File: config.mk
export PLATFORM = sky130hd
export DESIGN_NAME = sensor_driven_blind_controller_unit
export DESIGN_NICKNAME = d
export VERILOG_FILES = /design/src/sv/sdbc_pkg.sv /design/src/sv/sdbc_core.sv /design/src/sv/sdbc_rsp_queue.sv /design/src/sv/sensor_driven_blind_controller_unit.sv
export SDC_FILE = /design/constraint.sdc
export NUM_CORES = 1
export LEC_CHECK = 0
export ABC_AREA = 0
export BUFFER_PORTS_ARGS = -buffer_cell sky130_fd_sc_hd__buf_2
export CORE_ASPECT_RATIO = 1.2
export CORE_MARGIN = 10
export CORE_UTILIZATION = 60
export CTS_CLUSTER_SIZE = 30
export DETAILED_ROUTE_END_ITERATION = 6
export PLACE_DENSITY = 0.87
export SLEW_MARGIN = 20
export SYNTH_ARGS = -nofsm -noshare
export SYNTH_HDL_FRONTEND = slang
export SYNTH_SLANG_ARGS = --single-unit
export TNS_END_PERCENT = 30
File: constraint.sdc
create_clock -name clock -period 12.9 [get_ports clock]
set_input_delay 1.29 -clock clock [delete_from_list [all_inputs] [get_ports clock]]
set_output_delay 1.29 -clock clock [all_outputs]
set_load 0.01 [all_outputs]
File: src/sv/sdbc_pkg.sv
// Shared types, codes and constants of the sensor-driven blind controller.
package sdbc_pkg;

   // Input beat actions
   localparam logic [2:0] ACT_TEMP_SAMPLE  = 3'd0;
   localparam logic [2:0] ACT_LIGHT_SAMPLE = 3'd1;
   localparam logic [2:0] ACT_TEMP_AVG     = 3'd2;
   localparam logic [2:0] ACT_LIGHT_AVG    = 3'd3;
   localparam logic [2:0] ACT_MOVE_TICK    = 3'd4;
   localparam logic [2:0] ACT_OPEN         = 3'd5;
   localparam logic [2:0] ACT_CLOSE        = 3'd6;

   // Blind modes
   localparam logic [1:0] MODE_UP       = 2'd0;
   localparam logic [1:0] MODE_LOWERING = 2'd1;
   localparam logic [1:0] MODE_DOWN     = 2'd2;
   localparam logic [1:0] MODE_RAISING  = 2'd3;

   // Report kinds
   localparam logic [1:0] KIND_NONE   = 2'd0;
   localparam logic [1:0] KIND_LIGHT  = 2'd1;
   localparam logic [1:0] KIND_TEMP   = 2'd2;
   localparam logic [1:0] KIND_STATUS = 2'd3;

   // Status report values
   localparam logic [7:0] STATUS_CLOSED = 8'd0;
   localparam logic [7:0] STATUS_MOVING = 8'd1;
   localparam logic [7:0] STATUS_OPEN   = 8'd2;

   // Config register indexes
   localparam logic [2:0] CSR_CLOSE_TEMP = 3'd0;
   localparam logic [2:0] CSR_OPEN_TEMP  = 3'd1;
   localparam logic [2:0] CSR_CLOSE_LIGHT = 3'd2;
   localparam logic [2:0] CSR_OPEN_LIGHT = 3'd3;
   localparam logic [2:0] CSR_OPEN_POS   = 3'd4;
   localparam logic [2:0] CSR_CLOSED_POS = 3'd5;
   localparam logic [2:0] CSR_MOVE_STEP  = 3'd6;

   // Config reset values
   localparam logic [7:0] RST_CLOSE_TEMP  = 8'd25;
   localparam logic [7:0] RST_OPEN_TEMP   = 8'd20;
   localparam logic [7:0] RST_CLOSE_LIGHT = 8'd95;
   localparam logic [7:0] RST_OPEN_LIGHT  = 8'd30;
   localparam logic [7:0] RST_OPEN_POS    = 8'd10;
   localparam logic [7:0] RST_CLOSED_POS  = 8'd110;
   localparam logic [7:0] RST_MOVE_STEP   = 8'd10;

   // Averaging: sum / AVERAGE_COUNT as multiply by rounded-up reciprocal, exact for 16-bit sums
   localparam int SUM_W         = 16;
   localparam int AVERAGE_COUNT = 5;
   localparam int AVG_SHIFT     = SUM_W + $clog2(AVERAGE_COUNT);
   localparam int AVG_RECIP     = ((1 << AVG_SHIFT) + AVERAGE_COUNT - 1) / AVERAGE_COUNT;
   localparam int AVG_PROD_W    = SUM_W + 18;

   // Sample conversion constants
   localparam int TEMP_SCALE  = 500;
   localparam int TEMP_OFFSET = 51200;
   localparam int LIGHT_MUL   = 25700;   // 100 * 257, divide by 255 via 257/65536
   localparam int LIGHT_BIAS  = 257;

   // Result queue
   localparam int QUEUE_DEPTH = 4;
   localparam int QCNT_W      = $clog2(QUEUE_DEPTH + 1);

   typedef struct packed {
      logic [2:0] action;
      logic [9:0] sample;
   } req_payload_type;

   typedef struct packed {
      logic [1:0] report_kind;
      logic [7:0] report_value;
      logic [1:0] blind_mode;
      logic [8:0] position;
      logic       red_lamp;
      logic       green_lamp;
      logic       last;
   } rsp_payload_type;

   typedef struct packed {
      logic            valid;
      logic            two;
      rsp_payload_type first;
      rsp_payload_type second;
   } sdbc_push_type;

endpackage

File: src/sv/sdbc_core.sv
// Blind controller state, config registers and per-beat result generation.
module sdbc_core
   import sdbc_pkg::*;
(
   input  logic            clock,
   input  logic            reset,
   input  logic            csr_we,
   input  logic [2:0]      csr_index,
   input  logic [7:0]      csr_data,
   input  logic            item_go,
   input  req_payload_type item,
   output sdbc_push_type   push
);

   logic [7:0]       close_temp_ff, open_temp_ff, close_light_ff, open_light_ff;
   logic [7:0]       open_pos_ff, closed_pos_ff, move_step_ff;
   logic [1:0]       mode_ff, mode_in;
   logic [8:0]       pos_ff, pos_in;
   logic [SUM_W-1:0] tsum_ff, tsum_in, lsum_ff, lsum_in;

   logic [18:0]           temp_prod, temp_diff;
   logic [7:0]            temp_val;
   logic [7:0]            light_m;
   logic [22:0]           light_prod;
   logic [6:0]            light_val;
   logic [SUM_W:0]        tsum_add, lsum_add;
   logic [SUM_W-1:0]      avg_src, avg;
   logic [AVG_PROD_W-1:0] avg_prod;
   logic [7:0]            thr_close, thr_open;
   logic [SUM_W:0]        temp_rep;
   logic [9:0]            lower_sum;
   logic [8:0]            lower_pos, raise_pos;
   logic                  status_hit, meas_hit;
   logic [7:0]            status_val, meas_val;
   logic [1:0]            meas_kind;
   rsp_payload_type       res_a, res_b;

   // Sample conversion
   always_comb begin
      temp_prod = 19'(item.sample) * 19'(TEMP_SCALE);
      temp_diff = temp_prod - 19'(TEMP_OFFSET);
      if (temp_prod < 19'(TEMP_OFFSET)) begin
         temp_val = 8'd0;
      end else if (temp_diff[18:10] > 9'd255) begin
         temp_val = 8'd255;
      end else begin
         temp_val = temp_diff[17:10];
      end
      light_m    = 8'd255 - item.sample[9:2];
      light_prod = 23'(light_m) * 23'(LIGHT_MUL) + 23'(LIGHT_BIAS);
      light_val  = light_prod[22:16];
      tsum_add   = {1'b0, tsum_ff} + (SUM_W+1)'(temp_val);
      lsum_add   = {1'b0, lsum_ff} + (SUM_W+1)'(light_val);
   end

   // Average of the selected sum, its thresholds and the next move positions
   always_comb begin
      avg_src   = (item.action == ACT_LIGHT_AVG) ? lsum_ff : tsum_ff;
      thr_close = (item.action == ACT_LIGHT_AVG) ? close_light_ff : close_temp_ff;
      thr_open  = (item.action == ACT_LIGHT_AVG) ? open_light_ff : open_temp_ff;
      avg_prod  = AVG_PROD_W'(avg_src) * AVG_PROD_W'(AVG_RECIP);
      avg       = SUM_W'(avg_prod >> AVG_SHIFT);
      temp_rep  = (SUM_W+1)'(avg) + (SUM_W+1)'(128);
      lower_sum = 10'(pos_ff) + 10'(move_step_ff);
      lower_pos = lower_sum[9] ? 9'd511 : lower_sum[8:0];
      raise_pos = (pos_ff > 9'(move_step_ff)) ? pos_ff - 9'(move_step_ff) : 9'd0;
   end

   always_comb begin
      mode_in    = mode_ff;
      pos_in     = pos_ff;
      tsum_in    = tsum_ff;
      lsum_in    = lsum_ff;
      status_hit = 1'b0;
      status_val = STATUS_MOVING;
      meas_hit   = 1'b0;
      meas_kind  = KIND_NONE;
      meas_val   = 8'd0;
      unique case (item.action) inside
         ACT_TEMP_SAMPLE: begin
            tsum_in = tsum_add[SUM_W] ? '1 : tsum_add[SUM_W-1:0];
         end
         ACT_LIGHT_SAMPLE: begin
            lsum_in = lsum_add[SUM_W] ? '1 : lsum_add[SUM_W-1:0];
         end
         ACT_TEMP_AVG, ACT_LIGHT_AVG: begin
            // close threshold wins over open threshold
            if (avg >= SUM_W'(thr_close)) begin
               if (mode_ff == MODE_UP) begin
                  mode_in    = MODE_LOWERING;
                  status_hit = 1'b1;
               end
            end else if (avg <= SUM_W'(thr_open)) begin
               if (mode_ff == MODE_DOWN) begin
                  mode_in    = MODE_RAISING;
                  status_hit = 1'b1;
               end
            end
            meas_hit = 1'b1;
            if (item.action == ACT_LIGHT_AVG) begin
               meas_kind = KIND_LIGHT;
               meas_val  = avg[7:0];
               lsum_in   = '0;
            end else begin
               meas_kind = KIND_TEMP;
               meas_val  = (temp_rep > (SUM_W+1)'(255)) ? 8'd255 : temp_rep[7:0];
               tsum_in   = '0;
            end
         end
         ACT_MOVE_TICK: begin
            if (mode_ff == MODE_LOWERING) begin
               pos_in = lower_pos;
               if (lower_pos >= 9'(closed_pos_ff)) begin
                  pos_in     = 9'(closed_pos_ff);
                  mode_in    = MODE_DOWN;
                  status_hit = 1'b1;
                  status_val = STATUS_CLOSED;
               end
            end else if (mode_ff == MODE_RAISING) begin
               pos_in = raise_pos;
               if (raise_pos <= 9'(open_pos_ff)) begin
                  pos_in     = 9'(open_pos_ff);
                  mode_in    = MODE_UP;
                  status_hit = 1'b1;
                  status_val = STATUS_OPEN;
               end
            end
         end
         ACT_OPEN: begin
            if (mode_ff == MODE_DOWN) begin
               mode_in    = MODE_RAISING;
               status_hit = 1'b1;
            end
         end
         ACT_CLOSE: begin
            if (mode_ff == MODE_UP) begin
               mode_in    = MODE_LOWERING;
               status_hit = 1'b1;
            end
         end
         default: begin
         end
      endcase
      if (!item_go) begin
         mode_in = mode_ff;
         pos_in  = pos_ff;
         tsum_in = tsum_ff;
         lsum_in = lsum_ff;
      end
      // end-position writes snap the blind when it rests there
      if (csr_we && csr_index == CSR_OPEN_POS && mode_ff == MODE_UP) begin
         pos_in = 9'(csr_data);
      end
      if (csr_we && csr_index == CSR_CLOSED_POS && mode_ff == MODE_DOWN) begin
         pos_in = 9'(csr_data);
      end
   end

   // Result assembly: status first, then measurement
   always_comb begin
      res_a.blind_mode = mode_in;
      res_a.position   = pos_in;
      res_a.red_lamp   = (mode_in == MODE_LOWERING) || (mode_in == MODE_DOWN);
      res_a.green_lamp = (mode_in == MODE_UP) || (mode_in == MODE_RAISING);
      if (status_hit) begin
         res_a.report_kind  = KIND_STATUS;
         res_a.report_value = status_val;
      end else if (meas_hit) begin
         res_a.report_kind  = meas_kind;
         res_a.report_value = meas_val;
      end else begin
         res_a.report_kind  = KIND_NONE;
         res_a.report_value = 8'd0;
      end
      res_a.last         = !(status_hit && meas_hit);
      res_b              = res_a;
      res_b.report_kind  = meas_kind;
      res_b.report_value = meas_val;
      res_b.last         = 1'b1;
      push.valid  = item_go;
      push.two    = status_hit && meas_hit;
      push.first  = res_a;
      push.second = res_b;
   end

   always_ff @(posedge clock) begin
      if (reset) begin
         close_temp_ff  <= RST_CLOSE_TEMP;
         open_temp_ff   <= RST_OPEN_TEMP;
         close_light_ff <= RST_CLOSE_LIGHT;
         open_light_ff  <= RST_OPEN_LIGHT;
         open_pos_ff    <= RST_OPEN_POS;
         closed_pos_ff  <= RST_CLOSED_POS;
         move_step_ff   <= RST_MOVE_STEP;
         mode_ff        <= MODE_UP;
         pos_ff         <= 9'(RST_OPEN_POS);
         tsum_ff        <= '0;
         lsum_ff        <= '0;
      end else begin
         mode_ff <= mode_in;
         pos_ff  <= pos_in;
         tsum_ff <= tsum_in;
         lsum_ff <= lsum_in;
         if (csr_we) begin
            unique case (csr_index)
               CSR_CLOSE_TEMP:  close_temp_ff  <= csr_data;
               CSR_OPEN_TEMP:   open_temp_ff   <= csr_data;
               CSR_CLOSE_LIGHT: close_light_ff <= csr_data;
               CSR_OPEN_LIGHT:  open_light_ff  <= csr_data;
               CSR_OPEN_POS:    open_pos_ff    <= csr_data;
               CSR_CLOSED_POS:  closed_pos_ff  <= csr_data;
               CSR_MOVE_STEP:   move_step_ff   <= csr_data;
               default: begin
               end
            endcase
         end
      end
   end

   a_lamps_exclusive: assert property (@(posedge clock) disable iff (reset)
      push.valid |-> (push.first.red_lamp != push.first.green_lamp))
      else $error("lamp outputs not exclusive");

   a_pos_inside_limits: assert property (@(posedge clock) disable iff (reset)
      (item_go && item.action == ACT_MOVE_TICK && mode_ff == MODE_RAISING && mode_in == MODE_UP)
      |-> pos_in == 9'(open_pos_ff))
      else $error("raise did not settle at open position");

   a_two_needs_status: assert property (@(posedge clock) disable iff (reset)
      (push.valid && push.two) |-> (push.first.report_kind == KIND_STATUS
                                    && push.second.report_kind != KIND_STATUS))
      else $error("two-result beat out of order");

endmodule

File: src/sv/sdbc_rsp_queue.sv
// Four-entry shift queue of result beats, filled one or two at a time.
module sdbc_rsp_queue
   import sdbc_pkg::*;
(
   input  logic            clock,
   input  logic            reset,
   input  sdbc_push_type   push,
   output logic            room,
   output logic            rsp_valid,
   input  logic            rsp_stall,
   output rsp_payload_type rsp_payload
);

   rsp_payload_type    q_ff [QUEUE_DEPTH];
   rsp_payload_type    q_in [QUEUE_DEPTH];
   logic [QCNT_W-1:0]  count_ff, count_in, base;
   logic               pop;

   assign rsp_valid   = (count_ff != '0);
   assign rsp_payload = q_ff[0];
   assign pop         = rsp_valid && !rsp_stall;
   // room for a two-beat push regardless of this cycle's pop
   assign room        = (count_ff <= QCNT_W'(QUEUE_DEPTH - 2));

   always_comb begin
      base = count_ff - QCNT_W'(pop);
      for (int i = 0; i < QUEUE_DEPTH; i++) begin
         q_in[i] = q_ff[i];
      end
      for (int i = 0; i < QUEUE_DEPTH - 1; i++) begin
         if (pop) begin
            q_in[i] = q_ff[i+1];
         end
      end
      for (int i = 0; i < QUEUE_DEPTH; i++) begin
         if (push.valid && QCNT_W'(i) == base) begin
            q_in[i] = push.first;
         end
         if (push.valid && push.two && QCNT_W'(i) == base + QCNT_W'(1)) begin
            q_in[i] = push.second;
         end
      end
      count_in = base + QCNT_W'(push.valid) + QCNT_W'(push.valid && push.two);
   end

   always_ff @(posedge clock) begin
      if (reset) begin
         count_ff <= '0;
      end else begin
         count_ff <= count_in;
      end
   end

   always_ff @(posedge clock) begin
      for (int i = 0; i < QUEUE_DEPTH; i++) begin
         q_ff[i] <= q_in[i];
      end
   end

   a_count_bound: assert property (@(posedge clock) disable iff (reset)
      count_ff <= QCNT_W'(QUEUE_DEPTH))
      else $error("result queue count out of range");

   a_push_has_room: assert property (@(posedge clock) disable iff (reset)
      push.valid |-> count_ff <= QCNT_W'(QUEUE_DEPTH - 2))
      else $error("push into full result queue");

   a_pop_drains: assert property (@(posedge clock) disable iff (reset)
      (pop && !push.valid) |=> count_ff == $past(count_ff) - QCNT_W'(1))
      else $error("pop did not drain one entry");

   a_last_marks: assert property (@(posedge clock) disable iff (reset)
      push.valid |-> (push.first.last == !push.two))
      else $error("last flag inconsistent with beat count");

endmodule

File: src/sv/sensor_driven_blind_controller_unit.sv
// Top level of the sensor-driven blind controller.
//
// Usage:
//   req_*  : one beat per event (action, 10-bit sample). Accepted when
//            req_valid is high and req_stall is low.
//   rsp_*  : result beats. Each event yields one beat, or two when an
//            average event also starts a movement (status first, then the
//            measurement); the final beat of an event has last set.
//   csr_*  : register writes, csr_ready is always high. Write only while
//            the block is idle. Index 7 is ignored.
// Flow: an accepted event is held in the input register until the queue
//   has room, is then evaluated and pushed into the result queue, and its
//   first beat shows on rsp_* once it reaches the registered queue head.
// Throughput: one event per cycle while each yields a single beat and
//   rsp_stall is low; the result port drains one beat per cycle while not
//   stalled, so two-beat events cannot keep up that event rate. The
//   4-entry result queue sets how far the two sides can drift apart.
// Reset: synchronous, clears state to blind up at position 10, empty sums,
//   default thresholds, empty queue.
// Stall: rsp_stall holds the head beat; once the queue cannot take two more
//   beats the input register holds its event and req_stall rises.
module sensor_driven_blind_controller_unit
   import sdbc_pkg::*;
(
   input  logic            clock,
   input  logic            reset,
   input  logic            req_valid,
   output logic            req_stall,
   input  req_payload_type req_payload,
   output logic            rsp_valid,
   input  logic            rsp_stall,
   output rsp_payload_type rsp_payload,
   input  logic            csr_valid,
   output logic            csr_ready,
   input  logic [2:0]      csr_index,
   input  logic [7:0]      csr_data
);

   logic            in_valid_ff, in_valid_in;
   req_payload_type in_item_ff;
   logic            room;
   logic            item_go;
   logic            req_take;
   logic            csr_we;
   sdbc_push_type   push;

   assign csr_ready = 1'b1;
   assign csr_we    = csr_valid && csr_ready;

   // input register advances into the core whenever the queue has room
   assign item_go   = in_valid_ff && room;
   assign req_stall = in_valid_ff && !room;
   assign req_take  = req_valid && !req_stall;

   always_comb begin
      in_valid_in = in_valid_ff;
      if (item_go) begin
         in_valid_in = 1'b0;
      end
      if (req_take) begin
         in_valid_in = 1'b1;
      end
   end

   always_ff @(posedge clock) begin
      if (reset) begin
         in_valid_ff <= 1'b0;
      end else begin
         in_valid_ff <= in_valid_in;
      end
   end

   always_ff @(posedge clock) begin
      if (req_take) begin
         in_item_ff <= req_payload;
      end
   end

   sdbc_core u_core (
      .clock     (clock),
      .reset     (reset),
      .csr_we    (csr_we),
      .csr_index (csr_index),
      .csr_data  (csr_data),
      .item_go   (item_go),
      .item      (in_item_ff),
      .push      (push)
   );

   sdbc_rsp_queue u_queue (
      .clock       (clock),
      .reset       (reset),
      .push        (push),
      .room        (room),
      .rsp_valid   (rsp_valid),
      .rsp_stall   (rsp_stall),
      .rsp_payload (rsp_payload)
   );

   a_hold_when_stalled: assert property (@(posedge clock) disable iff (reset)
      (in_valid_ff && !room) |=> (in_valid_ff && $stable(in_item_ff)))
      else $error("input register lost a held event");

   a_go_needs_item: assert property (@(posedge clock) disable iff (reset)
      push.valid |-> in_valid_ff)
      else $error("push without a held event");

   a_take_after_go: assert property (@(posedge clock) disable iff (reset)
      (item_go && !req_take) |=> !in_valid_ff)
      else $error("input register not emptied after advance");

endmodule
After elaboration in Yosys (flattened, before gate mapping) --
Memories as Yosys holds them, arrays and structs flattened. Cells that the tools add are included.
Storage, ports and cells: bits in registers 116, RAM bits 96, bits of input ports 29, output and inout port bits 27, word-level logic and storage cells 176, memories kept 1
Operators by class: $add $sub $neg 12, multipliers 3, $lt $le $gt $ge 9, equality and inequality tests 26, mux-type cells 66, reductions and logical operators 44
Memory list:
- u_queue.q_ff | words 4, width 24, read ports 4, clocked after Yosys merged registers in 0, wr ports 4, RTL line sdbc_rsp_queue.sv:14 | rsp_payload_type q_ff [QUEUE_DEPTH];
Operators by type and width (number):
- $mux W24 | 11
- $mux W9 | 10
- $mux W16 | 5
- $mux W8 | 10
- $pmux W16 S2 | 2
- $mul A16 B16 Y32 const B | 1
- $mux W2 | 12
- $add A23 B9 Y23 const B | 1
- $mul A8 B13 Y21 const B | 1
- $mux W10 | 2
- $lt A19 B16 Y1 const B | 1
- $sub A19 B16 Y19 const B | 1
- $eq A3 B3 Y1 const B | 6
- $logic_and A1 B1 Y1 | 18
- $add A16 B7 Y17 | 1
- $add A16 B8 Y17 | 1
- $gt A17 B8 Y1 const B | 1
- $mul A10 B7 Y17 const B | 1
- $add A14 B8 Y15 const B | 1
- $ge A14 B8 Y1 | 1
- $le A14 B8 Y1 | 1
- $reduce_and A2 Y1 | 7
- $eq A2 B3 Y1 const A | 4
- $eq A3 B2 Y1 const B | 4
- 28 further kinds | 57

Logic depth before layout (Yosys ltp) --
Gate-level depths: netlist of the first run.
word-level depth 12, gate-level depth with buffers 40, mapped depth without buffers 37

Hierarchy --
A second synthesis of the first run with hierarchy kept.
Second synthesis, totals: cells, all modules 2386, area total of the unflattened synthesis 21003.9 um2
By module, submodules not included:
- sdbc_core | times used 1, cells each 1836, area each 15114.5 um2, sequential area each 1981.9 um2
- sdbc_rsp_queue | times used 1, cells each 530, area each 5431.5 um2, sequential area each 2942.8 um2
- sensor_driven_blind_controller_unit | times used 1, cells each 20, area each 457.9 um2, sequential area each 410.4 um2

Least setup slack after synthesis of the first run --
OpenSTA, ideal clock, no wires.
kind register to register, from reg in_item_ff[10] (netlist name), to mem u_queue.q_ff[1][10] (netlist bit), enable pin, setup time 380 ps, data arrival time 8914 ps, data required time 12520 ps, slack 3606 ps, stages on the path, launching flop included 36, buffers on the path 6, clock period less this slack 9294 ps, cell sequence edfxtp_1 buf_4 nand3b_1 buf_6 clkbuf_1 buf_1 nand2_1 nand2_1 ha_1 xor2_1 ha_1 fa_1 fa_1 fa_1 inv_1 fa_1 inv_1 ha_1 and4_1 and3_1 a211oi_1 a2111oi_2 or2_2 a21oi_1 xor2_1 inv_1 ha_1 a21oi_1 o21ai_0 nor4b_4 mux2i_1 or4_1 buf_2 and2_4 buf_2 nand2_1
RTL lines (RTL line):
- end: declaration | sdbc_rsp_queue.sv:14

==> results.sh, run 1 <==
export IMPL_cp_num_buf_inv=6
export IMPL_status="finished clean"
export IMPL_hold_class="reg -> reg"
export IMPL_clock_latency_ps=550
export IMPL_ctsHoldBuffers=0
export IMPL_cts_buffers=24
export IMPL_rsz0062_at_grt="no"
export IMPL_cp_startpoint="in_item_ff[12]"
export IMPL_grt_max_degree=97
export IMPL_worstMarginPinSlew_ps=1025
export IMPL_final_cell_mix="271 x ha_1, 261 x inv_1, 184 x nand2_1"
export IMPL_first_iter_violations=1174
export IMPL_avgSynthCellArea_sq_um=9.269
export IMPL_clockRootBuffer="clkbuf_16"
export IMPL_r2r_end="u_queue.q_ff[1][7]"
export IMPL_clock_sinks=212
export IMPL_viasPerCell=6.042
export IMPL_maxCapViolCount=0
export IMPL_rows=72
export IMPL_critPathTopFamily="simple AND/OR/NAND/NOR gates"
export IMPL_worst_path_largest_cell_delay_ps=690
export IMPL_core_area_sq_um=32340
export IMPL_power_density_nw_per_um2=191.2
export IMPL_required_ps=13070
export IMPL_ys_seq_elements=212
export IMPL_dp_hpwl_microns=37450
export IMPL_clk_pin_slew_ps=60
export IMPL_cp_end_kind="register"
export IMPL_drt_pass1_iterations=7
export IMPL_fmax_mhz=95.90
export IMPL_clock_skew_ps=33.03
export IMPL_stdcell_count=2570
export IMPL_vias=15530
export IMPL_setup_viol=0
export IMPL_fin_crit_ps=10430
export IMPL_holdPathStages=2
export IMPL_timing_rr_start="in_item_ff[12]"
export IMPL_grt_ovfl_total=0
export IMPL_r2r_cells=32
export IMPL_synthFlopType="dfxtp_1"
export IMPL_worstPathArrival_ps=10600
export IMPL_synthCells=2132
export IMPL_yosysWarningCount=0
export IMPL_final_hold_viol_count=0
export IMPL_final_period_utilization_pct=80.83
export IMPL_hp_start="u_core.open_temp_ff[7]"
export IMPL_wirelength_microns=47410
export IMPL_tns_ps=0
export IMPL_crit_top_cell="inv_1"
export IMPL_die_w_microns=185.7
export IMPL_die_h_microns=218.8
export IMPL_track_usage_pct=23.07
export IMPL_ctsResizeCount=0
export IMPL_post_route_util_pct=65.18
export IMPL_synth_async_reset_ratio_pct=0
export IMPL_reg2reg_slack_ps=2470
export IMPL_worst_slew_margin_rel_pct=31.38
export IMPL_die_area_sq_um=40630
export IMPL_grt_pass1_wl_microns=77090
export IMPL_cp_slowest_cell="nor2_1"
export IMPL_syn_num_nets=2557
export IMPL_area_delta_synth_final_pct=6.667
export IMPL_htree_levels=1
export IMPL_finalMaxSlewViolations=0
export IMPL_drc=0
export IMPL_wl_per_cell_microns=18.45
export IMPL_drive_gt1_share_pct=7.354
export IMPL_crit_path_max_fanout=23
export IMPL_grt_pass1_vias=15520
export IMPL_ios=56
export IMPL_final_nets=2569
export IMPL_start_kind="register"
export IMPL_synth_seq_area_share_pct=26.79
export IMPL_layout_commonest_cell="ha_1"
export IMPL_synth_cell_types=86
export IMPL_post_cts_setup_buffers=0
export IMPL_start_util_pct=61.10
export IMPL_place_congestion=0.9607
export IMPL_port_buffers=54
export IMPL_synth_edf_count=105
export IMPL_ant_nets=0
export IMPL_cts_buffer_depth=3
export IMPL_crit_type="reg -> reg"
export IMPL_syn_area_sq_um=19760
export IMPL_hold_end="u_core.open_temp_ff[7]"
export IMPL_ir_drop_mv=0.4804
export IMPL_dp_cells=2525
export IMPL_antenna_found_initial=1
export IMPL_cts_tree="done"
export IMPL_p_leak_nw=9.909
worst max-delay path by stage:
stage                                      to  slack [ps]  cells after the start
after floorplan           u_queue.q_ff[1][10]        3610                     35
after global placement    u_queue.q_ff[1][11]        2910                     31
after detailed placement  u_queue.q_ff[1][11]        2530                     31
after CTS                  u_queue.q_ff[1][7]        2540                     32
after global routing       u_queue.q_ff[1][4]        1880                     31
final                      u_queue.q_ff[1][7]        2470                     32
state kept, by name, summed over array words and instances (netlist names), 2 cells and up:
register / flops
u_queue.count_ff: 3
u_core.move_step_ff: 8
u_core.tsum_ff: 16
u_core.open_temp_ff: 8
u_core.open_light_ff: 8
u_core.pos_ff: 9
in_item_ff: 13
u_core.open_pos_ff: 8
u_core.lsum_ff: 16
u_core.close_light_ff: 8
u_core.mode_ff: 2
u_queue.q_ff: 96
u_core.closed_pos_ff: 8
u_core.close_temp_ff: 8
stage by stage:
step	hold WS (ps)	setup slack [ps]	cell area, sq um	power (mW)
after floorplan	424.9	3606	19760	2.794
after detailed placement	446.9	2531	20280	3.307
after global routing	480.6	1879	21080	4.366
final	455.2	2473	21080	4.030
after CTS	455.2	2540	21070	4.005
after global placement	439.6	2908	20280	3.193
layout make-up:
class	count	area, sq um
clock inverter	15	128.9
sequential	212	5295
fill	2471	11260
antenna	1	2.502
inverter	261	979.7
timing repair buffer	64	345.3
multi-input combinational	1581	13160
tap	407	509.2
clock buffer	29	660.6
Yosys cell counts, types with 34 or more instances:
library cell,n,area (sq um)
o21ai_0,62,310.3
dfxtp_1,107,2142
edfxtp_1,105,3153
ha_1,271,3391
clkbuf_1,53,198.9
nor2_1,159,596.8
mux2i_1,34,340.3
nand3_1,35,175.2
nor3_1,48,240.2
inv_1,261,979.7
a21oi_1,147,735.7
nor2b_1,41,256.5
fa_1,125,2502
xnor2_1,48,420.4
nand2_1,184,690.7
power by group:
group	total [mW]	switching (mW)	internal, mW
logic	2.42	1.41	1.01
clock network	0.678	0.289	0.389
registers	0.932	0.0511	0.881
total	4.03	1.75	2.28
layer usage:
| layer | vias up | GRT usage, % | share of wire [%] |
|---|---|---|---|
| li1 | 7421 | - | - |
| met1 | 7431 | 27.65 | 40 |
| met2 | 545 | 41.21 | 51 |
| met3 | 130 | 2.562 | 5.3 |
| met4 | 0 | 9.203 | 4.2 |
| met5 | - | 0 | 0 |
worst min-delay path: cells and delay by family, from the launching register on:
kind | cells | cell delay (ps)
AND/OR/NAND/NOR | 1 | 50
AO/OA/AOI/OAI | 1 | 50
flip-flops | 1 | 310
kinds of logic (layout without fill, tap and decap cells):
family	count (synthesis)	in the layout	synth area share [%]
compound gates	429	429	14.08
xor+xnor	76	76	3.368
fa+ha+maj	396	396	29.82
buf+inv	339	369	6.667
flops	212	212	26.79
mux	83	83	4.774
other cells	1	2	0.01898
simple gates	596	596	14.48
Power figures use the tool's default switching activity.
==> run 2: changes to the inputs <==
--- a/config.mk
+++ b/config.mk
@@ -5,14 +5,14 @@
 export SDC_FILE = /design/constraint.sdc
 export NUM_CORES = 1
 export LEC_CHECK = 0
-export ABC_AREA = 0
+export ABC_AREA = 1
 export BUFFER_PORTS_ARGS = -buffer_cell sky130_fd_sc_hd__buf_2
 export CORE_ASPECT_RATIO = 1.2
 export CORE_MARGIN = 10
-export CORE_UTILIZATION = 60
+export CORE_UTILIZATION = 59
 export CTS_CLUSTER_SIZE = 30
 export DETAILED_ROUTE_END_ITERATION = 6
-export PLACE_DENSITY = 0.87
+export PLACE_DENSITY = 0.89
 export SLEW_MARGIN = 20
 export SYNTH_ARGS = -nofsm -noshare
 export SYNTH_HDL_FRONTEND = slang
==> constraint.sdc (replaced) <==
create_clock -name clock -period 8.9 [get_ports clock]
set_input_delay 0.89 -clock clock [delete_from_list [all_inputs] [get_ports clock]]
set_output_delay 0.89 -clock clock [all_outputs]
set_load 0.01 [all_outputs]
==> results.sh, run 2 <==
export IMPL_synthSimpleGateAreaFrac_pct=20.82
export IMPL_regArea_sq_um=5295
export IMPL_synthAdderAreaFrac_pct=28.66
export IMPL_synth_seq_area_share_pct=25.75
export IMPL_fillers=2809
export IMPL_clockRootBuffer="clkbuf_16"
export IMPL_hold_class="reg -> reg"
export IMPL_cts_tree="done"
export IMPL_ir_drop_mv=0.3429
export IMPL_yosysTopAreaCellShare_pct=16.49
export IMPL_setup_viol=0
export IMPL_synth_top_family_by_area="adder cells"
export IMPL_final_nets=3150
export IMPL_stdcell_count=3200
export IMPL_wirelength_microns=54450
export IMPL_ctsHoldBuffers=0
export IMPL_worstPathArrival_ps=8920
export IMPL_power_density_nw_per_um2=294.8
export IMPL_tns_ps=0
export IMPL_drive_gt1_share_pct=7.945
export IMPL_synth_cell_types=54
export IMPL_clock_latency_ps=540
export IMPL_final_hold_viol_count=0
export IMPL_syn_area_sq_um=20560
export IMPL_n_antenna_cell=0
export IMPL_final_cell_mix="586 x nand2_1, 449 x inv_1, 269 x ha_1"
export IMPL_multi_input_comb_area_sq_um=13320
export IMPL_port_buffers=54
export IMPL_synth_async_reset_ratio_pct=0
export IMPL_total_power_mw=6.621
export IMPL_synth_compound_area_share_pct=11.84
export IMPL_start_kind="register"
export IMPL_maxCapViolCount=0
export IMPL_worstMarginPinSlew_ps=1007
export IMPL_postPlaceCellArea_sq_um=21360
export IMPL_first_iter_violations=1683
export IMPL_final_period_utilization_pct=94.92
export IMPL_htree_levels=1
export IMPL_fmax_mhz=118.4
export IMPL_dp_hpwl_microns=43520
export IMPL_crit_top_cell="nand2_1"
export IMPL_place_ws_ps=71.89
export IMPL_cts_buffer_depth=3
export IMPL_crit_path_max_fanout=12
export IMPL_clock_sinks=212
export IMPL_layout_commonest_cell="nand2_1"
export IMPL_reg_top3="u_queue.q_ff x96, u_core.lsum_ff x16, u_core.tsum_ff x16"
export IMPL_worst_path_largest_cell_delay_ps=550
export IMPL_largest_register="u_queue.q_ff"
export IMPL_setup_ws_ps=451.7
export IMPL_grt_ovfl_total=0
export IMPL_vias=18210
export IMPL_ios=56
export IMPL_worst_slew_margin_rel_pct=32.62
export IMPL_status="finished clean"
export IMPL_hold_worst_slack_ps=457.1
export IMPL_clock_skew_ps=29.88
export IMPL_ant_nets=0
export IMPL_ys_seq_elements=212
export IMPL_dp_cells=3137
export IMPL_antenna_found_initial=0
export IMPL_synthCells=2650
export IMPL_largest_register_ffs=96
export IMPL_drc=0
export IMPL_fin_crit_ps=8448
export IMPL_wl_per_cell_microns=17.02
export IMPL_synth_most_common_cell="nand2_1"
export IMPL_core_area_sq_um=34260
export IMPL_fin_area_sq_um=22460
export IMPL_yosys_area_top_type="ha_1"
export IMPL_synthFlopType="dfxtp_1"
export IMPL_syn_num_nets=3075
export IMPL_grt_max_degree=60
export IMPL_start_util_pct=60.01
export IMPL_critPathTopFamily="adder cells"
export IMPL_required_ps=9370
export IMPL_track_usage_pct=24.80
export IMPL_drt_pass1_iterations=6
export IMPL_cp_slowest_cell="fa_1"
export IMPL_finalMaxSlewViolations=0
export IMPL_die_w_microns=190.4
export IMPL_place_congestion=1.008
export IMPL_avgSynthCellArea_sq_um=7.758
export IMPL_synth_area_leaders="ha_1 16%, edfxtp_1 15%, fa_1 12%"
export IMPL_synth_xor_area_share_pct=2.513
export IMPL_rows=74
export IMPL_yosysWarningCount=0
export IMPL_viasPerCell=5.690
export IMPL_die_h_microns=224.5
export IMPL_area_delta_synth_final_pct=9.256
export IMPL_die_area_sq_um=42750
export IMPL_grt_pass1_vias=18150
export IMPL_cts_buffers=25
export IMPL_clk_pin_slew_ps=60
export IMPL_cp_num_buf_inv=8
export IMPL_crit_type="reg -> reg"
export IMPL_p_leak_nw=11.54
export IMPL_grt_pass1_wl_microns=88240
export IMPL_cp_end_kind="register"
export IMPL_post_route_util_pct=65.57
export IMPL_synth_commonest_cells="589 x nand2_1, 449 x inv_1, 271 x ha_1"
export IMPL_synthMuxAreaShare_pct=0.5355
export IMPL_synth_edf_count=105
-- run 2: cell type report --
type	instances	share of cell area, %
Timing Repair Buffer	103	2.930
Clock buffer	32	3.080
Inverter	464	7.776
Sequential cell	212	23.57
Clock inverter	14	0.7965
Tap cell	456	2.540
Multi-Input combinational cell	1919	59.30
-- run 2: logic make-up after synthesis --
kind of cell / Yosys count
compound gates: 435
xor+xnor: 59
fa+ha+maj: 396
buf+inv: 520
flops: 212
mux: 11
other cells: 1
simple gates: 1016
-- run 2: timing repair --
action | 4_1_cts | 5_1_grt
setup endpoints to repair | 0 | 187
buffers inserted | 0 | 16
resized for setup | 0 | 24
-- run 2: worst min-delay path, cell delays in order, from the launching register on --
cell,delay (ps)
dfxtp_1,300
inv_1,60
a21oi_1,50
-- run 2: report_power, final --
group          switching (mW)  leakage, nW  internal [mW]
registers              0.0837         1.88           1.31
logic                    2.63         9.24           1.54
clock network           0.423        0.427          0.643
-- run 2: worst paths after layout --
check / start / endpoint / slack [ps] / cells past startpoint
worst min register to register: u_core.open_light_ff[0] / u_core.open_light_ff[0] / 460 / 2
worst max register to register: in_item_ff[12] / u_queue.count_ff[2] / 450 / 38
worst min-delay path: u_core.open_light_ff[0] / u_core.open_light_ff[0] / 460 / 2
worst max-delay path: in_item_ff[12] / u_queue.count_ff[2] / 450 / 38
-- run 2: per-layer routing --
metal | global-route usage, % | wire length (microns) | share of wire, % | vias to the layer above
met5 | 0 | 0 | 0 | -
li1 | - | - | - | 8763
met1 | 29.33 | 21220 | 39 | 8495
met2 | 44.43 | 27380 | 50 | 775
met4 | 10.38 | 2430 | 4.5 | 0
met3 | 2.941 | 3416 | 6.3 | 176
